## src/rau_pkg.sv

```systemverilog
// Package: payload types, state encoding and command/status structs for the rational unit.
`default_nettype none
package rau_pkg;

  localparam int DefOperandWidth = 32;
  localparam int MagWidth = 64;

  typedef enum logic [1:0] {
    OP_ADD = 2'd0,
    OP_SUB = 2'd1,
    OP_MUL = 2'd2,
    OP_DIV = 2'd3
  } op_t;

  typedef struct packed {
    logic [1:0]         operation;
    logic signed [31:0] num_a;
    logic [30:0]        den_a;
    logic signed [31:0] num_b;
    logic [30:0]        den_b;
  } req_t;

  typedef struct packed {
    logic signed [63:0] result_num;
    logic [62:0]        result_den;
    logic               div_by_zero;
  } rsp_t;

  typedef enum logic [3:0] {
    ST_IDLE,
    ST_MUL1,
    ST_MUL2,
    ST_COMBINE,
    ST_GCD,
    ST_DIV_NUM,
    ST_DIV_DEN,
    ST_FINISH,
    ST_OUT
  } state_t;

  // Commands from controller to datapath.
  typedef struct packed {
    logic load;      // capture request
    logic mul1;      // first product pair
    logic mul2;      // second product pair
    logic combine;   // form magnitude and denominator
    logic gcd_step;  // one binary-gcd step
    logic div_start; // start a division
    logic div_step;  // one restoring-division step
    logic div_sel;   // 0: divide magnitude, 1: divide denominator
    logic finish;    // apply sign and zero rule
  } cmd_t;

  // Status from datapath to controller.
  typedef struct packed {
    logic err;
    logic gcd_done;
    logic div_done;
  } sts_t;

endpackage
`default_nettype wire

```

## src/rau_ctrl.sv

```systemverilog
// Controller: sequences one request through products, gcd and two divisions.
`default_nettype none
module rau_ctrl (
  input  wire logic          clk,
  input  wire logic          rst,
  input  wire logic          in_valid,
  output logic               in_ready,
  output logic               out_valid,
  input  wire logic          out_ready,
  input  wire rau_pkg::sts_t sts,
  output rau_pkg::cmd_t      cmd
);
  import rau_pkg::*;

  state_t state, state_next;
  logic   sel, sel_next;

  always_ff @(posedge clk) begin
    if (rst) begin
      state <= ST_IDLE;
      sel   <= 1'b0;
    end else begin
      state <= state_next;
      sel   <= sel_next;
    end
  end

  always_comb begin
    state_next = state;
    sel_next   = sel;
    case (state)
      ST_IDLE:    if (in_valid) state_next = ST_MUL1;
      ST_MUL1:    state_next = ST_MUL2;
      ST_MUL2:    state_next = ST_COMBINE;
      ST_COMBINE: state_next = sts.err ? ST_FINISH : ST_GCD;
      ST_GCD:     if (sts.gcd_done) begin
        state_next = ST_DIV_NUM; sel_next = 1'b0;
      end
      ST_DIV_NUM: state_next = ST_DIV_DEN;
      ST_DIV_DEN: if (sts.div_done) begin
        if (sel) state_next = ST_FINISH;
        else begin
          state_next = ST_DIV_NUM; sel_next = 1'b1;
        end
      end
      ST_FINISH:  state_next = ST_OUT;
      ST_OUT:     if (out_ready) begin
        state_next = ST_IDLE; sel_next = 1'b0;
      end
      default:    state_next = ST_IDLE;
    endcase
    if (state == ST_COMBINE && sts.err) sel_next = 1'b1;
  end

  // ST_DIV_NUM starts a division, ST_DIV_DEN steps it; sel picks the operand.
  always_comb begin
    cmd       = '0;
    in_ready  = (state == ST_IDLE);
    out_valid = (state == ST_OUT);
    cmd.load  = (state == ST_IDLE) && in_valid;
    cmd.div_sel = sel;
    case (state)
      ST_MUL1:    cmd.mul1 = 1'b1;
      ST_MUL2:    cmd.mul2 = 1'b1;
      ST_COMBINE: cmd.combine = 1'b1;
      ST_GCD:     cmd.gcd_step = !sts.gcd_done;
      ST_DIV_NUM: cmd.div_start = 1'b1;
      ST_DIV_DEN: begin
        cmd.div_step = !sts.div_done;
        cmd.finish   = sts.div_done && !sel;
      end
      ST_FINISH:  cmd.finish = 1'b1;
      default:    cmd = cmd;
    endcase
  end

endmodule
`default_nettype wire

```

## config.mk

```make
export PLATFORM = sky130hd
export DESIGN_NAME = rau_ctrl
export DESIGN_NICKNAME = d
export VERILOG_FILES = /design/src/rau_pkg.sv /design/src/rau_ctrl.sv
export SDC_FILE = /design/constraint.sdc
export NUM_CORES = 1
export LEC_CHECK = 0
export BUFFER_PORTS_ARGS = -buffer_cell sky130_fd_sc_hd__buf_2
export CORE_AREA = 2 2 39 41
export CTS_CLUSTER_SIZE = 24
export DETAILED_ROUTE_END_ITERATION = 6
export DIE_AREA = 0 0 41 43
export GPL_ROUTABILITY_DRIVEN = 0
export PLACE_DENSITY = 0.51
export SYNTH_ARGS = -nofsm -noshare
export SYNTH_HDL_FRONTEND = slang
export SYNTH_SLANG_ARGS = --single-unit
```

## constraint.sdc

```tcl
create_clock -name clk -period 2.1 [get_ports clk]
set_input_delay 0.21 -clock clk [delete_from_list [all_inputs] [get_ports clk]]
set_output_delay 0.21 -clock clk [all_outputs]
set_load 0.02 [all_outputs]
```

# After elaboration in Yosys (flattened, before gate mapping)
# Index checks and enable logic that the tools add are counted.
# W data, S select, Z words.
# totals
register_bits	5
latchBits	0
ramBits	0
romBits	0
in_bits	7
out_inout_bits	11
elab_cells	46
n_memories	0
# classes
add_sub_neg	0
mul	0
div	0
magnitude_cmp	0
eq_ne	15
shift	0
n_mux	19
bitwise	0
n_reduce_logical	10
# ops
op	count
$pmux W4 S9	1
$eq A4 B3 Y1 const B	4
$mux W4	4
$mux W1	10
$eq A4 B2 Y1 const B	2
$reduce_and A4 Y1	2
$ne A2 B2 Y1 const B	3
$ne A3 B3 Y1 const B	2
$eq A4 B1 Y1 const B	1
$eq A4 B4 Y1 const B	1
$logic_not A4 Y1	1
$mux W2	2
$reduce_bool A4 Y1	1
$logic_and A1 B1 Y1	3
$logic_not A1 Y1	3
$ne A3 B1 Y1 const B	1
$pmux W1 S3	1
$ne A2 B1 Y1 const B	1
$pmux W1 S2	1

# Logic depth before layout (Yosys ltp)
# Gate-level depths: netlist of run 1.
# depth
word_depth	4
mapped_depth	5
depth_no_buf	4

# Least setup slack after synthesis of run 1
# OpenSTA, ideal clock, no wires.
# synth_timing
path_kind	register to output
start	register state[1]
end	output port cmd[8] in the netlist's numbering
t_arrival_ns	1.610
required_ns	1.890
setup_slack_ns	0.280
stages_incl_launch_ff	4
path_buffers	1
cell_sequence	dfxtp_1 clkbuf_1 nor4_1 and2_1
# synth_lines
element	line	text
start: declaration	rau_ctrl.sv:15	state_t state, state_next;
start signal: assignment	rau_ctrl.sv:23	state <= state_next;
end: declaration	rau_ctrl.sv:11	output rau_pkg::cmd_t cmd

==> results_dict.tcl, run 1 <==
set metrics [dict create \
    rsz0062_at_grt "false" \
    diodes 0 \
    holdCritPathClass "input pin to register" \
    clk_pin_slew_ns 0.05 \
    power_leakage_uw 0.000221 \
    grt_pass1_vias 338 \
    cts_setup_buffers 0 \
    start_kind "register" \
    hold_viol 0 \
    ys_ff_latch 5 \
    critPathArrivalTime_ns 1.52 \
    fin_skew_ns 0.00412 \
    avgSynthCellArea_um2 6.80 \
    die_w_um 41 \
    hold_path_depth 2 \
    routedWlPerCell_um 10.4 \
    maxCapViolations 0 \
    firstDrtPassIters 4 \
    clk_latency_ns 0.25 \
    ys_async_sr_fraction_pct 0 \
    dieArea_um2 1760 \
    clockBufferDepth 2 \
    cts_tree "yes" \
    synth_nets 64 \
    path_class "register to primary output" \
    clock_sinks 5 \
    dpl_worst_slack_ns 0.533 \
    syn2layout_area_growth_pct 29.4 \
    vias_per_cell 4.97 \
    instances_no_fill 90 \
    core-area_um2 1380 \
    finalCriticalPeriod_ns 1.73 \
    crit_fanout 14 \
    grt_usage_pct 12.0 \
    synthDominantCellAreaShare_pct 25.8 \
    ctsResizeCount 0 \
    ir_worst_vdd_mv 0.291 \
    power_uw 316 \
    setup_violations 0 \
    synth.distinct_cells 24 \
    start_util_pct 28.0 \
    fin_setup_tns_ns 0 \
    grt_max_degree 16 \
    synth-edff-count 0 \
    die-height_um 43 \
    drtAntennaViolNets 0 \
    ctsHoldBuffers 0 \
    grt-ovfl-total 0 \
    synthFlopType "dfxtp_1" \
    slew_headroom_pct 71.5 \
    cts_max_level 1 \
    cp.required_ns 1.89 \
    grt_pass1_wl_um 1410 \
    synth.yosys.seq_area_share_pct 25.8 \
    cts_root_buf "clkbuf_4" \
    endpoint_kind "primary output" \
    status "finished, final reports clean" \
    power_density_nw_per_um2 631 \
    rr_worst_depth 4 \
    synth.largest_area_cell "dfxtp_1" \
    hpwl_um 699 \
    row_count 14 \
    post-route-drc-count 0 \
    num-nets-final 82 \
    fmax_ghz 0.576 \
    antenna_found_initial 0 \
    drive_above_1_share_pct 28.4 \
    fin_crit_sh_pct 82.6 \
    cts_made_buffers 3 \
    ios 18 \
    port_buffers 17 \
    drtIter0Drc 10 \
    yosys-top-cells-area "dfxtp_1, nor2_1, nor3_1, a21oi_1, nand2b_1" \
    dpl.cell_count 86 \
    layout_setup_ws_ns 0.365 \
    vias 447 \
    worst_pin_slew_ns 0.427 \
    slew_viol_final 0 \
    netlist_area_um2 388 \
    wl_um 934 \
    fin_hold_ws_ns 0.178 \
    yosysWarnings 0 \
    synth_cells 57 \
]
routing by layer:
| metal | global-route usage [%] | routed length [µm] | share of wire (%) |
|---|---|---|---|
| met1 | 16.7 | 437 | 47 |
| met5 | 0 | 0 | 0 |
| met4 | 2.00 | 0 | 0 |
| met2 | 14.7 | 424 | 45 |
| met3 | 9.42 | 72 | 7.7 |
flip-flops by register name, indices dropped and copies added, names as in the netlist:
name	count
sel	1
state	4
final timing paths:
check | from | endpoint | slack [ns]
worst max register to register | state[1] | state[1] | 0.48
worst max-delay path | state[1] | cmd[2] | 0.37
worst min register to register | sel | sel | 0.49
worst min-delay path | rst | sel | 0.18
report_power, final:
| group | switching, µW | internal (µW) |
|---|---|---|
| clock network | 45.3 | 72.2 |
| registers | 17.0 | 102 |
| logic | 45.7 | 34.6 |
| total | 108 | 208 |
critical path, stage by stage, from the launching register on:
cell	delay [ns]
dfxtp_1	0.56
nand3b_1	0.19
or2_0	0.25
nor2_1	0.10
buf_2	0.17
kinds of logic (layout without fill, tap and decap cells):
kind of cell,Yosys count,count (layout),share of synthesized area (%)
multiplexers,1,1,2.58
AO/OA/AOI/OAI,11,11,17.7
AND/OR/NAND/NOR,32,32,43.2
buffers and inverters,7,24,8.39
flip-flops,5,5,25.8
XOR/XNOR,1,1,2.26
metrics by stage:
stage                     utilization (%)  instance area, µm²
after CTS                            36.3                 502
final                                36.3                 502
after floorplan                         -                 388
after global routing                 36.3                 502
after detailed placement             34.4                 475
after global placement               34.4                 475
cell type report:
type	instances	area [µm²]
fill	150	882
multi-input combinational	45	255
sequential	5	100
timing repair buffer	18	92.6
clock buffer	4	26.3
tap	16	20.0
inverter	2	7.51
cells in the mapped netlist (all sizes together), types with 2 or more instances:
library cell and number:
nor2 10, nor3 6, dfxtp 5, a21oi 4, o21ai 4, buf 3
nand2 3, nand2b 3, and2 2, clkbuf 2, inv 2, nor2b 2
nor4 2
cells in the final DEF, fill, tap and decap left out, drive strengths merged:
master | Yosys | final
nor2 | 10 | 10
inv | 2 | 2
o31ai | 1 | 1
or2 | 1 | 1
nor4b | 1 | 1
nor3 | 6 | 6
or4b | 1 | 1
nand2b | 3 | 3
nor2b | 2 | 2
o32a | 1 | 1
a21oi | 4 | 4
mux2i | 1 | 1
and2 | 2 | 2
o21ai | 4 | 4
nor4 | 2 | 2
dfxtp | 5 | 5
buf | 3 | 18
nand2 | 3 | 3
xor2 | 1 | 1
nand3b | 1 | 1
clkbuf | 2 | 4
o221a | 1 | 1
Power figures use the tool's default switching activity.
==> run 2, diff against run 1 <==
--- a/config.mk
+++ b/config.mk
@@ -11,7 +11,7 @@
 export DETAILED_ROUTE_END_ITERATION = 6
 export DIE_AREA = 0 0 41 43
 export GPL_ROUTABILITY_DRIVEN = 0
-export PLACE_DENSITY = 0.51
+export PLACE_DENSITY = 0.53
 export SYNTH_ARGS = -nofsm -noshare
 export SYNTH_HDL_FRONTEND = slang
 export SYNTH_SLANG_ARGS = --single-unit
==> constraint.sdc (replaced) <==
create_clock -name clk -period 1.5 [get_ports clk]
set_input_delay 0.15 -clock clk [delete_from_list [all_inputs] [get_ports clk]]
set_output_delay 0.15 -clock clk [all_outputs]
set_load 0.02 [all_outputs]
==> run 2 against run 1 <==
  * Via count grew 7.6%
  * Utilization is 6.8 points higher
  * Final cell count grew 4.4%
==> results_dict.tcl, run 2 (same netlist as run 1, synthesis figures left out) <==
set metrics [dict create \
    finalCriticalPeriod_ns 1.44 \
    cp.depth 4 \
    path_buf_inv 2 \
    placedInstanceArea_um2 531 \
    drive_above_1_share_pct 39.7 \
    hold_path_depth 2 \
    vias_per_cell 5.12 \
    regMostFlops "state" \
    drtIter0Drc 9 \
    reg.largest.list "state x4, sel x1" \
    clockBufferDepth 2 \
    critPathTopFamily "simple AND/OR/NAND/NOR gates" \
    dpl_worst_slack_ns 0.132 \
    setup_violations 0 \
    most-common-layout-cells "buf_2, nor2_1, nor3_1" \
    row_count 14 \
    wl_um 1040 \
    routedWlPerCell_um 11.0 \
    cts_root_buf "clkbuf_4" \
    largest_reg_flops 4 \
    path_class "register to primary output" \
    worst_pin_slew_ns 0.283 \
    grt-ovfl-total 0 \
    rrSetupSlack_ns 0.14 \
    status "finished, final reports clean" \
    fin_crit_sh_pct 95.8 \
    worstPathCellList "buf_6, nor4_4, and2_1, buf_2" \
    crit_fanout 11 \
    diodes 0 \
    slew_viol_final 0 \
    dieArea_um2 1760 \
    cts_made_buffers 3 \
    hold_viol 0 \
    worstHoldStart "rst" \
    grt_usage_pct 14.0 \
    cts_max_level 1 \
    post-route-drc-count 0 \
    cp.required_ns 1.35 \
    layout_commonest_cell "buf_2" \
    clk_pin_slew_ns 0.04 \
    layout_setup_ws_ns 0.0623 \
    die-height_um 43 \
    grt_pass1_vias 392 \
    port_buffers 17 \
    holdCritPathClass "input pin to register" \
    die_w_um 41 \
    hold_end "state[2]" \
    power_density_nw_per_um2 800 \
    endpoint_kind "primary output" \
    grt_max_degree 13 \
    power_uw 477 \
    power_leakage_uw 0.000261 \
    cts_tree "yes" \
    clock_sinks 5 \
    num-nets-final 86 \
    ios 18 \
    vias 481 \
    hpwl_um 818 \
    critPathArrivalTime_ns 1.29 \
    fin_setup_tns_ns 0 \
    grt_pass1_wl_um 1700 \
    fin_hold_ws_ns 0.144 \
    rr_worst_depth 4 \
    syn2layout_area_growth_pct 53.5 \
    fin_skew_ns 0.00402 \
    slew_headroom_pct 81.1 \
    ir_worst_vdd_mv 0.475 \
    clk_latency_ns 0.24 \
    ctsHoldBuffers 0 \
    firstDrtPassIters 4 \
    maxCapViolations 0 \
    start_kind "register" \
    max_stage_delay_ns 0.33 \
    rr_startpoint "state[3]" \
    start_util_pct 28.0 \
    fin_area_um2 596 \
    drtAntennaViolNets 0 \
    antenna_found_initial 0 \
    cp_slowest_cell "dfxtp_1" \
    fmax_ghz 0.696 \
    core-area_um2 1380 \
    reg2reg_to "state[1]" \
]
## run 2: how the worst max path moves through the flow
stage	startpoint	end
5_1_grt	state[1]	cmd[8]
3_3_place_gp	state[3]	state[1]
6_report	state[1]	cmd[8]
2_1_floorplan	state[1]	cmd[8]
3_5_place_dp	state[2]	state[1]
4_1_cts	state[2]	cmd[4]
## run 2: cell type report
class                   count  area, µm²
fillers                   148        788
multi-input cells          45        295
repair buffers             22        145
flip-flops and latches      5        101
clock buffers               4       26.3
well taps                  16       20.0
inverters                   2       7.51
## run 2: per-layer routing
metal	share of wire (%)	track usage, %
met2	52	19.4
met4	0	4.00
met3	4.3	6.28
met1	43	19.0
met5	0	0
## run 2: stage by stage
| step | std cells | utilization (%) |
|---|---|---|
| floorplan | 57 | - |
| global placement | 90 | 38.3 |
| detailed placement | 90 | 38.3 |
| CTS | 94 | 40.2 |
| global route | 94 | 43.0 |
| finish | 94 | 43.0 |
## run 2: worst register-to-register path: stages (launching register included)
cell	delay [ns]
dfxtp_1	0.32
nand3b_1	0.20
or2_0	0.23
or4b_1	0.46
o21ai_0	0.08
## run 2: timing repair
| action | CTS | global route |
|---|---|---|
| endpoints found under the hold margin | 0 | 0 |
| setup buffers | 0 | 0 |
| endpoints found under the setup margin | 0 | 4 |
| gates resized for setup | 0 | 8 |
## run 2: power breakdown
part           switching [µW]  leakage [µW]  internal (µW)  total [µW]
Clock                    52.3     0.0000150            100         153
Sequential               14.0     0.0000413            143         157
Combinational            89.4      0.000205           77.7         167
